$ cat config.mk
export PLATFORM = sky130hd
export DESIGN_NAME = bitbang_i2c_key_word_reader_core
export DESIGN_NICKNAME = d
export VERILOG_FILES = /design/src/rtl/bbi2c_pkg.sv /design/src/rtl/bitbang_i2c_key_word_reader_core.sv
export SDC_FILE = /design/constraint.sdc
export NUM_CORES = 1
export LEC_CHECK = 0
export BUFFER_PORTS_ARGS = -buffer_cell sky130_fd_sc_hd__buf_2
export CORE_MARGIN = 2
export CORE_UTILIZATION = 55
export CTS_CLUSTER_SIZE = 24
export DETAILED_ROUTE_END_ITERATION = 8
export PLACE_DENSITY = 0.77
export SYNTH_ARGS = -nofsm -noshare
export SYNTH_HDL_FRONTEND = slang
export SYNTH_SLANG_ARGS = --single-unit
$ cat constraint.sdc
create_clock -name clock -period 4 [get_ports clock]
set_clock_uncertainty 0.2 [all_clocks]
set_input_delay 0.4 -clock clock [delete_from_list [all_inputs] [get_ports clock]]
set_output_delay 0.4 -clock clock [all_outputs]
set_load 0.1 [all_outputs]
$ cat src/rtl/bbi2c_pkg.sv
// package for the bit-banged two-wire command and word reader
// holds the phase type and the register indexes, no dependencies
package bbi2c_pkg;

   typedef enum logic [4:0] {
      PH_IDLE  = 5'd0,
      PH_S0    = 5'd1,
      PH_S1    = 5'd2,
      PH_S2    = 5'd3,
      PH_S3    = 5'd4,
      PH_B0    = 5'd5,
      PH_B1    = 5'd6,
      PH_B2    = 5'd7,
      PH_A0    = 5'd8,
      PH_A1    = 5'd9,
      PH_AWAIT = 5'd10,
      PH_A3    = 5'd11,
      PH_R0    = 5'd12,
      PH_R1    = 5'd13,
      PH_E0    = 5'd14,
      PH_E1    = 5'd15,
      PH_P0    = 5'd16,
      PH_P1    = 5'd17,
      PH_P2    = 5'd18
   } phase_type;

   localparam logic [1:0] REG_COMMAND_BYTE = 2'd0;
   localparam logic [1:0] REG_HALF_PERIOD  = 2'd1;
   localparam logic [1:0] REG_ACK_TIMEOUT  = 2'd2;

   localparam logic [7:0]  COMMAND_RESET     = 8'h81;
   localparam logic [7:0]  HALF_PERIOD_RESET = 8'd5;
   localparam logic [15:0] ACK_TIMEOUT_RESET = 16'd1000;

   localparam logic [4:0] CMD_BITS  = 5'd8;
   localparam logic [4:0] DATA_BITS = 5'd16;

endpackage

$ cat src/rtl/bitbang_i2c_key_word_reader_core.sv
// top level of the bit-banged two-wire master: command byte out, 16-bit word in
// depends on bbi2c_pkg
//
// channel   dir  handshake            payload
// req       in   req_tvalid/tready    tdata: go, sda_in
// rsp       out  rsp_tvalid/tready    tdata: scl, sda_level, sda_drive, busy, done, key
// csr       in   csr_we               csr_addr, csr_wdata
//
// one word in, one word out; a word is taken every cycle while the output
// register is empty or being emptied, so the rate is one word per cycle
// the result is registered when the word is taken and shows in the next cycle
// a stalled output holds its word and blocks only the next input
// synchronous reset clears the bus sequencer and the output valid
module bitbang_i2c_key_word_reader_core (
   input  logic        clock,
   input  logic        reset,
   input  logic        req_tvalid,
   output logic        req_tready,
   input  logic [7:0]  req_tdata,  // [0] go, [1] sda_in, rest zero
   output logic        rsp_tvalid,
   input  logic        rsp_tready,
   output logic [23:0] rsp_tdata,  // [0] scl, [1] sda_level, [2] sda_drive,
                                   // [3] busy_res, [4] done_res, [20:5] key_state
   input  logic        csr_we,
   input  logic [1:0]  csr_addr,
   input  logic [15:0] csr_wdata
);
   import bbi2c_pkg::*;

   logic [7:0]  command_ff;
   logic [7:0]  half_ff;
   logic [15:0] timeout_ff;

   phase_type   phase_ff, phase_in;
   logic [4:0]  bit_ff, bit_in;
   logic [7:0]  hold_ff, hold_in;
   logic [15:0] wait_ff, wait_in;
   logic [15:0] shift_ff, shift_in;
   logic [15:0] key_ff, key_in;

   logic        rsp_valid_ff;
   logic [23:0] rsp_data_ff, rsp_data_in;

   logic        accept;
   logic        go, sda;

   phase_type   eff_phase;
   logic [4:0]  eff_bit;
   logic [7:0]  eff_hold;
   logic [15:0] eff_wait;
   logic [15:0] eff_shift;

   logic        scl, lvl, drv, busy, done;
   logic [8:0]  hold_next;
   logic        over;
   logic [2:0]  bit_lo;
   logic [4:0]  bit_inc;
   logic [15:0] wait_inc;

   assign req_tready = !rsp_valid_ff || rsp_tready;
   assign accept     = req_tvalid && req_tready;
   assign go         = req_tdata[0];
   assign sda        = req_tdata[1];
   assign rsp_tvalid = rsp_valid_ff;
   assign rsp_tdata  = rsp_data_ff;

   // start of a transaction on the same tick as go
   always_comb begin
      eff_phase = phase_ff;
      eff_bit   = bit_ff;
      eff_hold  = hold_ff;
      eff_wait  = wait_ff;
      eff_shift = shift_ff;
      if (phase_ff == PH_IDLE && go) begin
         eff_phase = PH_S0;
         eff_bit   = 5'd0;
         eff_hold  = 8'd0;
         eff_wait  = 16'd0;
         eff_shift = {8'd0, command_ff};
      end
   end

   assign bit_lo = eff_bit[2:0];

   // line levels
   always_comb begin
      scl  = 1'b1;
      lvl  = 1'b1;
      drv  = 1'b1;
      busy = (eff_phase != PH_IDLE);
      case (eff_phase)
         PH_IDLE, PH_S0, PH_S1: begin
            scl = 1'b1; lvl = 1'b1; drv = 1'b1;
         end
         PH_S2: begin
            scl = 1'b1; lvl = 1'b0; drv = 1'b1;
         end
         PH_S3: begin
            scl = 1'b0; lvl = 1'b0; drv = 1'b1;
         end
         PH_B0: begin
            scl = 1'b0; drv = 1'b1;
            lvl = (bit_lo == 3'd0) ? 1'b0 : eff_shift[3'd7 - (bit_lo - 3'd1)];
         end
         PH_B1: begin
            scl = 1'b0; drv = 1'b1; lvl = eff_shift[3'd7 - bit_lo];
         end
         PH_B2: begin
            scl = 1'b1; drv = 1'b1; lvl = eff_shift[3'd7 - bit_lo];
         end
         PH_A0, PH_R0, PH_E0: begin
            scl = 1'b0; lvl = 1'b0; drv = 1'b0;
         end
         PH_A1, PH_AWAIT, PH_A3, PH_R1: begin
            scl = 1'b1; lvl = 1'b0; drv = 1'b0;
         end
         PH_E1: begin
            scl = 1'b0; lvl = 1'b1; drv = 1'b1;
         end
         PH_P0, PH_P1: begin
            scl = 1'b1; lvl = 1'b0; drv = 1'b1;
         end
         default: begin
            scl = 1'b1; lvl = 1'b1; drv = 1'b1;
         end
      endcase
   end

   assign hold_next = {1'b0, eff_hold} + 9'd1;
   assign over      = (hold_next >= {1'b0, half_ff});
   assign bit_inc   = eff_bit + 5'd1;
   assign wait_inc  = eff_wait + 16'd1;

   // next state of the sequencer
   always_comb begin
      phase_in = eff_phase;
      bit_in   = eff_bit;
      hold_in  = eff_hold;
      wait_in  = eff_wait;
      shift_in = eff_shift;
      key_in   = key_ff;
      done     = 1'b0;
      case (eff_phase)
         PH_IDLE: begin
            phase_in = PH_IDLE;
         end
         PH_S0, PH_S1, PH_S2, PH_S3, PH_B0, PH_B1, PH_A0, PH_R0,
         PH_E0, PH_E1, PH_P0, PH_P1: begin
            if (over) begin
               hold_in = 8'd0;
               if (eff_phase == PH_S3) bit_in = 5'd0;
               if (eff_phase == PH_A0) wait_in = 16'd0;
               phase_in = phase_type'(eff_phase + 5'd1);
            end else begin
               hold_in = hold_next[7:0];
            end
         end
         PH_B2: begin
            if (over) begin
               hold_in  = 8'd0;
               bit_in   = bit_inc;
               phase_in = (bit_inc >= CMD_BITS) ? PH_A0 : PH_B0;
            end else begin
               hold_in = hold_next[7:0];
            end
         end
         PH_A1: begin
            if (over) begin
               hold_in  = 8'd0;
               phase_in = PH_AWAIT;
            end else begin
               hold_in = hold_next[7:0];
            end
         end
         PH_AWAIT: begin
            hold_in = 8'd0;
            if (sda) begin
               phase_in = PH_A3;
            end else begin
               wait_in = wait_inc;
               if (wait_inc == timeout_ff) phase_in = PH_A3;
            end
         end
         PH_A3: begin
            if (over) begin
               hold_in  = 8'd0;
               bit_in   = 5'd0;
               phase_in = PH_R0;
            end else begin
               hold_in = hold_next[7:0];
            end
         end
         PH_R1: begin
            if (over) begin
               hold_in  = 8'd0;
               shift_in = {eff_shift[14:0], sda};
               bit_in   = bit_inc;
               phase_in = (bit_inc >= DATA_BITS) ? PH_E0 : PH_R0;
            end else begin
               hold_in = hold_next[7:0];
            end
         end
         PH_P2: begin
            if (over) begin
               hold_in  = 8'd0;
               key_in   = ~eff_shift;
               done     = 1'b1;
               phase_in = PH_IDLE;
            end else begin
               hold_in = hold_next[7:0];
            end
         end
         default: begin
            phase_in = PH_IDLE;
            hold_in  = 8'd0;
         end
      endcase
   end

   assign rsp_data_in = {3'd0, key_in, done, busy, drv, drv & lvl, scl};

   always_ff @(posedge clock) begin
      if (reset) begin
         command_ff   <= COMMAND_RESET;
         half_ff      <= HALF_PERIOD_RESET;
         timeout_ff   <= ACK_TIMEOUT_RESET;
         phase_ff     <= PH_IDLE;
         bit_ff       <= 5'd0;
         hold_ff      <= 8'd0;
         wait_ff      <= 16'd0;
         shift_ff     <= 16'd0;
         key_ff       <= 16'd0;
         rsp_valid_ff <= 1'b0;
      end else begin
         if (csr_we) begin
            case (csr_addr)
               REG_COMMAND_BYTE: command_ff <= csr_wdata[7:0];
               REG_HALF_PERIOD:  half_ff    <= csr_wdata[7:0];
               REG_ACK_TIMEOUT:  timeout_ff <= csr_wdata;
               default: ;
            endcase
         end
         if (accept) begin
            phase_ff     <= phase_in;
            bit_ff       <= bit_in;
            hold_ff      <= hold_in;
            wait_ff      <= wait_in;
            shift_ff     <= shift_in;
            key_ff       <= key_in;
            rsp_valid_ff <= 1'b1;
         end else if (rsp_tready) begin
            rsp_valid_ff <= 1'b0;
         end
      end
   end

   always_ff @(posedge clock) begin
      if (accept) begin
         rsp_data_ff <= rsp_data_in;
      end
   end

endmodule

==> results, run 1 <==
- The total via count in the routed design is 6345.
- The arithmetic-cell share of the synthesized area counting full adders, half adders and majority gates is 0.0295.
- 0 antenna diodes ended up in the layout.
- Summed over all layers, the global routing overflow is 0.
- The slew at the pin closest to its max-slew limit is 1.18 ns.
- The worst register-to-register path has a setup slack of 0.23 ns.
- Counting flops and latches in the post-synthesis netlist gives 120.
- The kind of end point of the critical path is a flip-flop.
- The maximum vdd drop is 0.281 mV.
- The sum of routed wire length over all layers is 17600 um.
- The per-instance average area after synthesis is 8.15 sq um.
- The number of H-tree levels is 4.
- The class of the most critical setup path is flip-flop to flip-flop.
- By area the synthesized netlist is led by dfxtp_1, edfxtp_1, nand2_1.
- The area fraction in compound gates after synthesis came to 0.207.
- The standby leakage power is 3.04 nW.
- At the worst endpoint, the arrival time is 3.90 ns.
- Dividing the final minimum period by the clock period gives 0.942.
- The worst setup path is launched from a flip-flop.
- The end of the worst register-to-register path is phase_ff[0].
- The fraction of synthesis flops using an asynchronous set or reset pin is 0.
- Clock-pin slew was measured on the worst setup and hold paths at 0.06 ns.
- The weighted congestion reported at the end of routability-driven placement is 0.906.
- The TritonCTS clock tree is yes.
- The synthesized-area fraction occupied by and/or/nand/nor cells is 0.240.
- In the global route stage, overall resource usage came out at 0.274.
- The power density over cell area is 409 mW/mm^2.
- The detailed placer's ending HPWL is 11900 um.
- In this run the clock root is driven by a clkbuf_16.
- The number of buffers added on ports is 47.
- The number of warning messages in the yosys log is 0.
- After detailed routing, the average wire length per cell comes to 17.1 um.
- The total standard cell area after synthesis is 0.00679 sq mm.
- The clock reaches the later pin of the worst-skew pair after 0.42 ns.
- Counting instances, the worst hold path has a depth of 3.
- The dominant combinational cell family by area after synthesis is simple AND/OR/NAND/NOR gates.
- In the synthesized netlist, the number of instances is 833.
- The number of antenna violations at the first check in global routing came to 0.
- The run finished with clean final reports.
- The number of sinks on the clock net is 120.
- The vertical die dimension is 115 um.
- The sequential element share of the synthesized area is 0.385.
- The length in cells of the worst reg-to-reg path is 19.
- In this run the core area contains 40 standard-cell rows.
- The worst endpoint required time is 4.14 ns.
- The area enclosed by the die boundary is 0.0133 sq mm.
- In the final layout, the share of cells above drive strength 1 is 0.152.
- In this run the worst hold path is classified as input port to flip-flop.
- The final critical delay including setup and external delays is 3.77 ns.
- Derived from the worst setup path, the maximum achievable clock frequency is 265 MHz.
- In this run the remaining antenna-violating nets after routing total 0.
- Of the total synthesized cell area, the portion taken by XOR and XNOR cells is 0.0335.
- The tool flagged a number of max-cap violations equal to 0.
- The number of violations reported at the end of detailed-routing iteration 0 is 576.
- The maximum fanout count along the critical path is 6.
- The unique cell type count in the Yosys netlist is 75.
- Before antenna repair, the detailed router went through 5 iterations.
- In the routed layout, each cell is associated on average with a via count of 6.17.
- The final hold violation count is 0.
- The remaining max-slew budget at the tightest pin is 0.206.
- The reg-to-reg critical path startpoint is phase_ff[2].
- nand2_1 is the most common cell in the netlist.
- The max-slew violation count is 0.
- The number of nets in the layout is 915.
- The first global-routing pass estimated 28600 um of wire.
- The DRC violations left is 0.
- Buffers inserted during clock tree synthesis total 17.
- The area growth from synthesis to layout is 14.7%.
- Measured along the x axis, the die boundary spans 115 um.
- Across all hold checks on the routed design, the worst slack comes to 0.0220 ns.
- The total power of the final layout is 0.00319 W.
- The number of failing setup endpoints in the final timing report is 0.
- The area share of the largest cell type after synthesis is 0.292.
- The core region is 0.0120 sq mm.
- The number of filler instances in the final layout is 950.
- The number of buffers on the longest clock path is 2.
- The multiplexer fraction of the synthesized cell area is 0.0488.
- The startpoint of the most critical setup path is phase_ff[2].
- The most used flip-flop cell after synthesis is dfxtp_1.
- In this run the worst setup path terminates at phase_ff[0].
- Entering global routing, the biggest net connects 83 pins.
- The number of enable-type register cells in the synthesized netlist is 21.
- The biggest area contributor in the post-synthesis netlist is dfxtp_1.
- The count of boundary I/O pins is 57.
- The via count of the first global-routing pass is 5891.
- After synthesis, the most frequently instantiated cells are nand2_1, dfxtp_1, nor2_1, a21oi_1, o21ai_0.
- For this configuration, the core starts out at a cell density of 0.565.
[routing by layer]
layer | up-vias | GRT usage | wire length, um | share of wire
met5 | - | 0 | 0 | 0
met4 | 0 | 0.118 | 407 | 0.023
met3 | 37 | 0.0496 | 1260 | 0.072
met2 | 263 | 0.429 | 8190 | 0.47
met1 | 3008 | 0.374 | 7690 | 0.44
li1 | 3037 | - | - | -
[sequential cells by signal (all words and copies together), names as in the netlist]
signal      flops
wait_ff        16
shift_ff       16
timeout_ff     16
half_ff         8
rsp_tdata      21
hold_ff         8
key_ff         16
phase_ff        5
rsp_tvalid      1
command_ff      8
bit_ff          5
[layout make-up]
class | count | area, sq um | share of cell area
clock inverters | 8 | 118 | 0.0151
well taps | 147 | 184 | 0.0236
clock buffers | 24 | 502 | 0.0644
flip-flops and latches | 120 | 2610 | 0.335
inverters | 25 | 96.3 | 0.0124
multi-input cells | 630 | 3840 | 0.492
repair buffers | 74 | 443 | 0.0568
[where the power goes]
| group | switching (W) | total (W) | internal, W |
|---|---|---|---|
| Clock | 0.000528 | 0.00158 | 0.00106 |
| Combinational | 0.000248 | 0.000328 | 0.0000798 |
| Sequential | 0.0000166 | 0.00128 | 0.00126 |
| Total | 0.000793 | 0.00319 | 0.00240 |
[logic make-up after synthesis]
logic type	count (synthesis)
buffers and inverters	85
muxes	30
and+or+nand+nor	344
DFF	120
adders and majority gates	16
AOI/OAI and AO/OA	211
other	1
xor gates and xnor gates	26
[worst min path at each step]
| stage | slack, ns | start | end |
|---|---|---|---|
| final | 0.02 | csr_wdata[14] | timeout_ff[14] |
| after global routing | 0.02 | csr_wdata[14] | timeout_ff[14] |
| after CTS | 0.01 | csr_wdata[14] | timeout_ff[14] |
| after detailed placement | 0.25 | key_ff[1] | key_ff[1] |
| after global placement | 0.24 | key_ff[1] | key_ff[1] |
| after floorplan | 0.23 | key_ff[6] | key_ff[6] |
[stage by stage]
step	setup WS, ns	utilization	area, sq um	instances	setup TNS (ns)
floorplan	0.00921	-	6810	835	0
global placement	0.130	0.593	7120	993	0
detailed placement	0.00555	0.593	7120	993	0
CTS	0.0800	0.646	7760	1027	0
global route	-0.0000577	0.649	7790	1028	-0.0000577
finish	0.233	0.649	7790	1028	0
[cells in the final DEF, fill, tap and decap left out, types with 8 or more instances in the layout]
cell and count:
and2_1 11, nand4_1 8, inv_1 24, o211ai_1 9, o21ai_0 42, mux2i_1 23, a21oi_1 74, nand3_1 28
a41oi_1 10, buf_2 47, xor2_1 14, xnor2_1 12, nor2_1 75, and3_1 10, edfxtp_1 21, nor3_1 15
clkbuf_16 17, dfxtp_1 99, nand2b_1 9, ha_1 15, a22oi_1 16, buf_4 25, nand2_1 143
[worst max-delay path, cell delays in order, from the launching register on]
cell and delay (ns):
dfxtp_1 0.33, nor3_4 0.26, nand2_2 0.14, and2_1 0.19, ha_2 0.21, and3_4 0.18, xnor2_1 0.12, nor2_1 0.16
ha_1 0.26, nand2_1 0.08, o21ai_0 0.10, a311oi_2 0.22, o21ai_2 0.08, buf_4 0.16, inv_4 0.09, ha_1 0.24
o21ai_2 0.15, o21ai_2 0.09, a31o_1 0.25, a41oi_2 0.16
[what timing repair did]
item / 4_1_cts / 5_1_grt
resized for setup: 0 / 8
hold endpoints to repair: 2 / 0
setup endpoints to repair: 0 / 19
buffers inserted: 0 / 1
hold buffers: 2 / 0
No activity file was read; power rests on OpenSTA's default activity.
==> run 2, diff against run 1 <==
--- a/config.mk
+++ b/config.mk
@@ -12,3 +12,4 @@
 export DETAILED_ROUTE_END_ITERATION = 8
-export PLACE_DENSITY = 0.77
+export PLACE_DENSITY = 0.81
+export SKIP_LAST_GASP = 1
 export SYNTH_ARGS = -nofsm -noshare
==> constraint.sdc (replaced) <==
create_clock -name clock -period 4 [get_ports clock]
set_clock_uncertainty 0.2 [all_clocks]
set_input_delay 0.2 -clock clock [delete_from_list [all_inputs] [get_ports clock]]
set_output_delay 0.2 -clock clock [all_outputs]
set_load 0.1 [all_outputs]
==> results, run 2 (synthesized netlist as in run 1, its figures left out) <==
- In the routed design, unresolved DRC markers number 0.
- The cell that appears most often on the critical path is ha_1.
- The number of buffers added on ports is 47.
- In the final layout, the share of cells above drive strength 1 is 0.150.
- The initial core utilization is 0.565.
- The clock root buffer master is clkbuf_16.
- 57 I/O pins were placed.
- In the final design database the tool counted 934 nets.
- In this run the worst path has a maximum fanout of 5.
- The hold path endpoint is shift_ff[0].
- The critical path launch point type is a flip-flop.
- The startpoint of the most critical hold path is req_tdata[1].
- The worst hold path belongs to the class input port to flip-flop.
- 0 antenna diodes ended up in the layout.
- The area enclosed by the die boundary is 0.0133 sq mm.
- The run finished with clean final reports.
- The max-slew violation count is 0.
- The area growth from synthesis to layout is 17.6%.
- The number of violations reported at the end of detailed-routing iteration 0 is 530.
- Walking the worst path, the cells encountered are nor3b_4 -> nand2_2 -> and2_1 -> ha_1 -> and3_1 -> xnor2_1 -> nor2_1 -> ha_1 -> and4_1 -> o21ai_0 -> o21ai_4 -> inv_4 -> ha_1 -> o21ai_0 -> o21ai_1 -> a31o_1 -> a41oi_2.
- The reported max-cap violation count is 0.
- Among cell families on the critical path, the largest total delay comes from compound AO/OA/AOI/OAI gates.
- Together, buffers and inverters on the worst path number 1.
- The flip-flop count of the largest register after layout is 21.
- Leaving out fill and tap cells, the most frequent cell in the layout is nand2_1.
- The number of nets with antenna violations after detailed routing is 0.
- The number of failing setup endpoints in the final timing report is 0.
- The reg-to-reg critical path startpoint is phase_ff[0].
- The number of sinks on the clock net is 120.
- Summed over all layers, the routed wires come to 17400 um.
- After layout, the worst setup slack is 0.214 ns.
- At the end of routability-driven placement, the weighted congestion stood at 0.899.
- The clock slew seen by the registers of the worst setup and hold paths is 0.06 ns.
- The critical path's slowest cell is dfxtp_1.
- The worst setup slack after placement is -0.0518 ns.
- In this run the number of H-tree levels came out at 4.
- The class of the most critical setup path is flip-flop to flip-flop.
- The top cell types in the final layout, fill and taps aside, are nand2_1, dfxtp_1, nor2_1.
- The pin count of the biggest net entering global routing is 83.
- In this run the static leakage power is 3.11 nW.
- The clock insertion delay at the later pin of the skew report is 0.42 ns.
- The first TritonRoute pass finished after 7 iterations.
- The power density over cell area is 404 mW/mm^2.
- The die is 115 um tall.
- For flop-to-flop paths, the worst setup slack is 0.21 ns.
- The design draws 0.00323 W.
- The highest achievable clock rate is 264 MHz.
- The length in cells of the worst reg-to-reg path is 17.
- STA puts the critical path data required time at 4.14 ns.
- The kind of end point of the critical path is a flip-flop.
- The final hold violation count is 0.
- Dividing the detail-routed via count by the number of cells gives 6.11.
- The via count of the first global-routing pass is 6010.
- The worst register-to-register path ends at phase_ff[0].
- At the pin with the least slew margin, the transition time is 0.953 ns.
- The worst stage delay on the critical path is 0.33 ns.
- Row generation in the floorplan step produced 40 rows.
- The share of the cycle needed by the critical path after routing is 0.947.
- The detailed placer's ending HPWL is 10900 um.
- The worst-case IR drop observed on VDD is 0.339 mV.
- The number of antenna violations at the first check in global routing came to 0.
- For this run, the total global-route usage over all layers was measured as 0.271.
- For the final routed database, the setup TNS stands at 0 ns.
- The cell depth of the worst min-delay path is 3.
- The region available for standard cell placement spans 0.0120 sq mm.
- The routed wirelength normalized by instance count is 16.7 um.
- Buffers inserted during clock tree synthesis total 17.
- The smallest clock period supported by the final layout is computed as 3.79 ns.
- The first-pass GRT wire length is 28700 um.
- The remaining max-slew budget at the tightest pin is 0.365.
- In this run the deepest clock path goes through 2 buffers.
- The TritonCTS clock tree is yes.
- The endpoint arrival time on the critical path is 3.93 ns.
- The width of the die is 115 um.
- For this run the aggregate overflow at the end of global routing stands at 0.
- The routed layout has 6396 vias.
- The layout has 935 filler cells.
[run 2: changes by cell type in the layout (fill, tap and decap cells not counted), sizes merged]
cell         change
buf              +2
bufinv           +1
clkbuf           -5
clkinv           +1
clkinvlp         +3
dlygate4sd3     +16
inv              -1
nor2             +1
[run 2: metal layers]
| metal | vias to the layer above | GRT usage | share of wire |
|---|---|---|---|
| met5 | - | 0 | 0 |
| met4 | 0 | 0.116 | 0.026 |
| met3 | 41 | 0.0569 | 0.075 |
| met2 | 271 | 0.427 | 0.48 |
| met1 | 3008 | 0.361 | 0.42 |
| li1 | 3076 | - | - |
[run 2: cell type report]
type,count,area (sq um),share of cell area
Sequential cell,120,2610,0.327
Timing Repair Buffer,92,622,0.0779
Clock buffer,19,443,0.0555
Tap cell,147,184,0.0230
Multi-Input combinational cell,631,3850,0.482
Clock inverter,12,178,0.0222
Inverter,25,96.3,0.0121
[run 2: worst min-delay path, delay by kind of cell]
family                 cells  cell delay, ns
AO/OA/AOI/OAI              2            0.27
buffers and inverters      1            0.17
[run 2: worst max-delay path by stage]
stage	start	to	slack [ns]	depth (start not counted)
floorplan	phase_ff[4]	phase_ff[0]	0.009	20
global placement	phase_ff[1]	shift_ff[12]	0.07	16
detailed placement	phase_ff[1]	shift_ff[15]	-0.05	16
CTS	phase_ff[1]	phase_ff[0]	0.05	17
global route	phase_ff[0]	phase_ff[0]	-0.02	18
finish	phase_ff[0]	phase_ff[0]	0.21	17
[run 2: timing repair]
| action | CTS | global route |
|---|---|---|
| gates resized for setup | 2 | 7 |
| hold endpoints to repair | 33 | 0 |
| setup buffers | 0 | 7 |
| pin swaps | 0 | 4 |
| gates cloned | 0 | 1 |
| hold buffers | 18 | 0 |
| setup endpoints to repair | 12 | 48 |
[run 2: metrics by stage]
stage / cells / hold slack, ns / utilization / instance area [sq um]
finish: 1046 / 0.0703 / 0.665 / 7990
detailed placement: 989 / 0.233 / 0.590 / 7090
floorplan: 835 / 0.124 / - / 6810
global route: 1046 / 0.123 / 0.665 / 7990
CTS: 1038 / 0.0644 / 0.658 / 7900
global placement: 989 / 0.215 / 0.590 / 7090
[run 2: report_power, final]
group | leakage (nW) | internal (W) | switching [W] | total, W
combinational | 1.81 | 0.0000909 | 0.000254 | 0.000345
sequential | 1.00 | 0.00126 | 0.0000168 | 0.00128
clock | 0.291 | 0.00105 | 0.000557 | 0.00161
